<file path="config.mk">
export PLATFORM = sky130hd
export DESIGN_NAME = dmac_ctrl
export DESIGN_NICKNAME = d
export VERILOG_FILES = /design/src/hdl/dmac_pkg.sv /design/src/hdl/dmac_ctrl.sv
export SDC_FILE = /design/constraint.sdc
export NUM_CORES = 1
export LEC_CHECK = 0
export ABC_AREA = 1
export BUFFER_PORTS_ARGS = -buffer_cell sky130_fd_sc_hd__buf_2
export CORE_AREA = 2 2 39 41
export DETAILED_ROUTE_END_ITERATION = 6
export DIE_AREA = 0 0 41 43
export PLACE_DENSITY = 0.56
export SYNTH_ARGS = -nofsm -noshare
export SYNTH_HDL_FRONTEND = slang
export SYNTH_SLANG_ARGS = --single-unit
</file>
<file path="constraint.sdc">
create_clock -name clk -period 1.8 [get_ports clk]
set_input_delay 0.09 -clock clk [delete_from_list [all_inputs] [get_ports clk]]
set_output_delay 0.09 -clock clk [all_outputs]
set_load 0.01 [all_outputs]
</file>
<file path="src/hdl/dmac_pkg.sv">
`timescale 1ns / 1ps
// Shared types and constants for the dual moving average crossover core.
// No dependencies; imported by every module of the block.
package dmac_pkg;

  localparam int MAX_WINDOW = 1024;
  localparam int PRICE_W    = 32;
  localparam int WIN_W      = $clog2(MAX_WINDOW) + 1;
  localparam int RING_AW    = $clog2(MAX_WINDOW);
  localparam int SUM_W      = PRICE_W + RING_AW;
  localparam int SUMX_W     = SUM_W + 1;
  localparam int DIVR_W     = PRICE_W + 1;
  localparam int DIVQ_W     = PRICE_W + 2;
  localparam int PROD_W     = 2 * PRICE_W;
  localparam int LVL_W      = PRICE_W + 4;
  localparam int PAIR_W     = 5;
  localparam int CFG_IDX_W  = 2;

  localparam logic [WIN_W-1:0]  WIN_MAX       = WIN_W'(MAX_WINDOW);
  localparam logic [WIN_W-1:0]  CNT_MAX       = WIN_W'(MAX_WINDOW + 1);
  localparam logic [WIN_W-1:0]  WIN_SHORT_RST = WIN_W'(13);
  localparam logic [WIN_W-1:0]  WIN_LONG_RST  = WIN_W'(30);
  localparam logic [PAIR_W-1:0] AVG_PAIRS     = PAIR_W'(PRICE_W / 2);
  localparam logic [PAIR_W-1:0] CROSS_PAIRS   = PAIR_W'(DIVQ_W / 2);

  localparam logic [CFG_IDX_W-1:0] REG_WIN_SHORT = CFG_IDX_W'(0);
  localparam logic [CFG_IDX_W-1:0] REG_WIN_LONG  = CFG_IDX_W'(1);

  typedef enum logic [1:0] {
    CROSS_NONE = 2'd0,
    CROSS_UP   = 2'd1,
    CROSS_DOWN = 2'd2
  } cross_t;

  typedef enum logic [1:0] {
    SEL_SHORT = 2'd0,
    SEL_LONG  = 2'd1,
    SEL_CROSS = 2'd2
  } div_sel_t;

  typedef struct packed {
    logic     accept;
    logic     sum_upd;
    logic     div_start;
    div_sel_t div_sel;
    logic     cap_s;
    logic     cap_l;
    logic     diff;
    logic     mul;
    logic     check;
    logic     load_out;
  } cmd_t;

endpackage

</file>
<file path="src/hdl/dmac_ctrl.sv">
`timescale 1ns / 1ps
// Sequencer: walks one sample through sum update, three divisions and output.
// Depends on dmac_pkg; issues commands to dmac_datapath.
module dmac_ctrl (
  input  logic           clk,
  input  logic           rst_n,
  input  logic           in_valid,
  output logic           in_stall,
  output logic           out_valid,
  input  logic           out_stall,
  input  logic           div_done,
  output dmac_pkg::cmd_t cmd
);
  import dmac_pkg::*;

  typedef enum logic [3:0] {
    ST_IDLE,
    ST_SUM,
    ST_START_S,
    ST_WAIT_S,
    ST_START_L,
    ST_WAIT_L,
    ST_DIFF,
    ST_MUL,
    ST_CHECK,
    ST_WAIT_X,
    ST_FINISH
  } state_t;

  state_t state_r, state_nxt;
  logic   out_valid_r, out_valid_nxt;
  logic   out_free;

  assign out_free = !out_valid_r || !out_stall;

  always_comb begin
    state_nxt     = state_r;
    out_valid_nxt = out_valid_r && out_stall;
    cmd           = '0;
    cmd.div_sel   = SEL_SHORT;
    case (state_r)
      ST_IDLE: begin
        if (in_valid) begin
          cmd.accept = 1'b1;
          state_nxt  = ST_SUM;
        end
      end
      ST_SUM: begin
        cmd.sum_upd = 1'b1;
        state_nxt   = ST_START_S;
      end
      ST_START_S: begin
        cmd.div_start = 1'b1;
        state_nxt     = ST_WAIT_S;
      end
      ST_WAIT_S: begin
        if (div_done) begin
          cmd.cap_s = 1'b1;
          state_nxt = ST_START_L;
        end
      end
      ST_START_L: begin
        cmd.div_sel   = SEL_LONG;
        cmd.div_start = 1'b1;
        state_nxt     = ST_WAIT_L;
      end
      ST_WAIT_L: begin
        cmd.div_sel = SEL_LONG;
        if (div_done) begin
          cmd.cap_l = 1'b1;
          state_nxt = ST_DIFF;
        end
      end
      ST_DIFF: begin
        cmd.diff  = 1'b1;
        state_nxt = ST_MUL;
      end
      ST_MUL: begin
        cmd.mul   = 1'b1;
        state_nxt = ST_CHECK;
      end
      ST_CHECK: begin
        cmd.div_sel   = SEL_CROSS;
        cmd.check     = 1'b1;
        cmd.div_start = 1'b1;
        state_nxt     = ST_WAIT_X;
      end
      ST_WAIT_X: begin
        cmd.div_sel = SEL_CROSS;
        if (div_done) begin
          state_nxt = ST_FINISH;
        end
      end
      ST_FINISH: begin
        cmd.div_sel = SEL_CROSS;
        if (out_free) begin
          cmd.load_out  = 1'b1;
          out_valid_nxt = 1'b1;
          state_nxt     = ST_IDLE;
        end
      end
      default: begin
        state_nxt = ST_IDLE;
      end
    endcase
  end

  always_ff @(posedge clk) begin
    if (!rst_n) begin
      state_r     <= ST_IDLE;
      out_valid_r <= 1'b0;
    end else begin
      state_r     <= state_nxt;
      out_valid_r <= out_valid_nxt;
    end
  end

  assign in_stall  = (state_r != ST_IDLE);
  assign out_valid = out_valid_r;

endmodule

</file>
==> out/results.ini <==
[run]
maxCapViolations = 0

[clock_tree]
clk_path_buf_depth = 2
cts_setup_buffers = 0
cts_sinks = 5
ctsHtreeMaxLevel = 1
cts_tree = done
cts_made_buffers = 3
cts_hold_buffers = 0
clk-insertion-delay-late_ns = 0.24
cts-resized-gates = 0
cts-root-buf = clkbuf_4
path_clk_slew_ns = 0.04

[setup_path]
cpPeakStageDelay_ns = 0.45
crit_path_max_fanout = 7
r2r_start = state_r[1]
worst_setup_path_end_kind = primary output
worst_ep_required_time_ns = 1.71
ff2ff_setup_slack_ns = 0.48
setup.worst_path.end = cmd[8]
path_common_cell = nand2_1
critical_path_class = flip-flop to primary output
r2r_end = state_r[1]
cp.arrival_ns = 1.31
slowest_stage = dfxtp_1
crit_chain = inv_1 > nand2_1 > nand2_1 > a22o_2 > buf_2
startpoint = state_r[2]
reg2regPathDepth = 7
startpoint_type = flip-flop

[timing]
worst_slack_ns = 0.395
tightest_slew_ns = 0.332
hold_ws_ns = 0.111
setup_viol = 0
setup_tns_ns = 0
post-route-period-util = 0.780
clock_skew_ns = 0.00408
drv_slew = 0
relSlewSlack = 0.778
rsz0062_at_grt = false
hold_violations = 0
period_needed_ns = 1.40
max_freq_mhz = 712

[synthesis]
synth_top_family_by_area = simple AND/OR/NAND/NOR gates
avgSynthCellArea_sq_um = 5.70
ys.flop_type = dfxtp_1
ys_warn_count = 0
synth_mux_area_frac = 0
yosysTopAreaCellShare = 0.258
synthCells = 68
yosysSeqAreaShare = 0.258
synth-seq-cells = 5
synth_area_sq_um = 388
yosys.area_share.adder = 0
async_flop_share = 0
synth_nets = 73
synth_commonest_cells = 14 x nand2_1, 14 x nor2_1, 11 x inv_1, 6 x nand3_1, 5 x dfxtp_1
synth_xor_area_frac = 0
yosys-top-cells-area = dfxtp_1 26%, nand2_1 14%, nor2_1 14%
synth_top_cell_by_area = dfxtp_1
synth_compound_area_frac = 0.123
synth-edff-count = 0
synth_cell_types = 15
synth-simple-area-share = 0.474

[floorplan]
num_rows = 14
die_w_um = 41
die_y_um = 43
core_sq_um = 1380
start_util = 0.280
design.die.area_sq_um = 1760
io_pins = 18

[detailed_routing]
drt_iter0_drc = 3
via_count = 449
wl_per_cell_um = 8.83
viasPerCell = 4.32
drc = 0
wl_um = 918
antenna_left = 0
first_pass_iters = 3

[power]
p_per_area_nw_per_um2 = 1540
leakage_nw = 0.310
total_power_mw = 0.783
peakVddDrop_v = 0.000605

[place]
globalplace.congestion = 0.755
dp_slack_ns = 0.496
io_buffers = 17
place_hpwl_um = 756
numPlacedInstances = 100

[grt]
antenna_found_initial = 0
gr-usage-all-layers = 0.123
grt_pass1_vias = 389
grt_pass1_wl_um = 1500
grt_max_degree = 10
overflow = 0

[layout]
antenna_cells = 0
fin_cells = 104
layout-drive-gt1-share = 0.307
syn2layout_area_growth_pct = 31.0
nets = 94

[min_path]
holdCritPathClass = primary input to flip-flop
hold_depth = 3

[run_status]
status = finished, final reports clean

per-stage QoR:
stage / instance area (sq um) / utilization
CTS: 508 / 0.367
global route: 508 / 0.367
finish: 508 / 0.367
detailed placement: 482 / 0.348
floorplan: 388 / -
global placement: 482 / 0.348
power breakdown:
part           leakage (nW)  internal (mW)  switching [mW]
sequential           0.0410          0.143          0.0652
combinational         0.254          0.180           0.269
clock                0.0150         0.0836          0.0421
total                 0.310          0.406           0.377
critical path, delay by kind of cell, from the launching register on:
kind,cells,cell delay [ns]
flip-flops,1,0.45
AO/OA/AOI/OAI,1,0.21
buffers and inverters,2,0.22
AND/OR/NAND/NOR,2,0.20
cells in the final DEF, fill, tap and decap left out:
cell | Yosys | routed
nor2_2 | 2 | 2
nand3_1 | 6 | 6
a22o_2 | 1 | 1
dfxtp_1 | 5 | 5
nand2_2 | 3 | 3
nor2_1 | 14 | 14
inv_2 | 1 | 1
nor3_1 | 1 | 1
clkbuf_1 | 0 | 1
clkbuf_4 | 0 | 3
o21ai_0 | 3 | 3
nor4_1 | 2 | 2
inv_1 | 11 | 11
a21oi_1 | 3 | 3
nand2_1 | 14 | 14
a21boi_0 | 1 | 1
buf_2 | 0 | 17
area by class of cell:
cell class | instances | area (sq um)
clock buffer | 4 | 26.3
fill | 166 | 876
inverter | 12 | 45.0
multi-input combinational | 50 | 231
sequential | 5 | 100
tap | 16 | 20.0
timing repair buffer | 17 | 85.1
logic make-up (layout without fill, tap and decap cells):
kind of cell	count (synthesis)	in the layout
AOI/OAI and AO/OA	8	8
buffers and inverters	13	33
DFF	5	5
and+or+nand+nor	42	42
registers in the layout (all words and copies together) (netlist names):
name	flops
out_valid	1
state_r	4
worst min-delay path by stage:
stage                      from  slack, ns          to
after detailed placement  rst_n       0.35  state_r[0]
after CTS                 rst_n       0.11  state_r[0]
after floorplan           rst_n       0.19  state_r[0]
final                     rst_n       0.11  state_r[0]
after global placement    rst_n       0.35  state_r[0]
after global routing      rst_n       0.12  state_r[0]
metal layers:
metal,global-route usage,up-vias,routed length [um]
met3,0.0157,0,46
met4,0.0800,0,0
met1,0.181,184,457
met2,0.159,10,414
met5,0,-,0
li1,-,255,-
No activity file was read; power rests on OpenSTA's default activity.
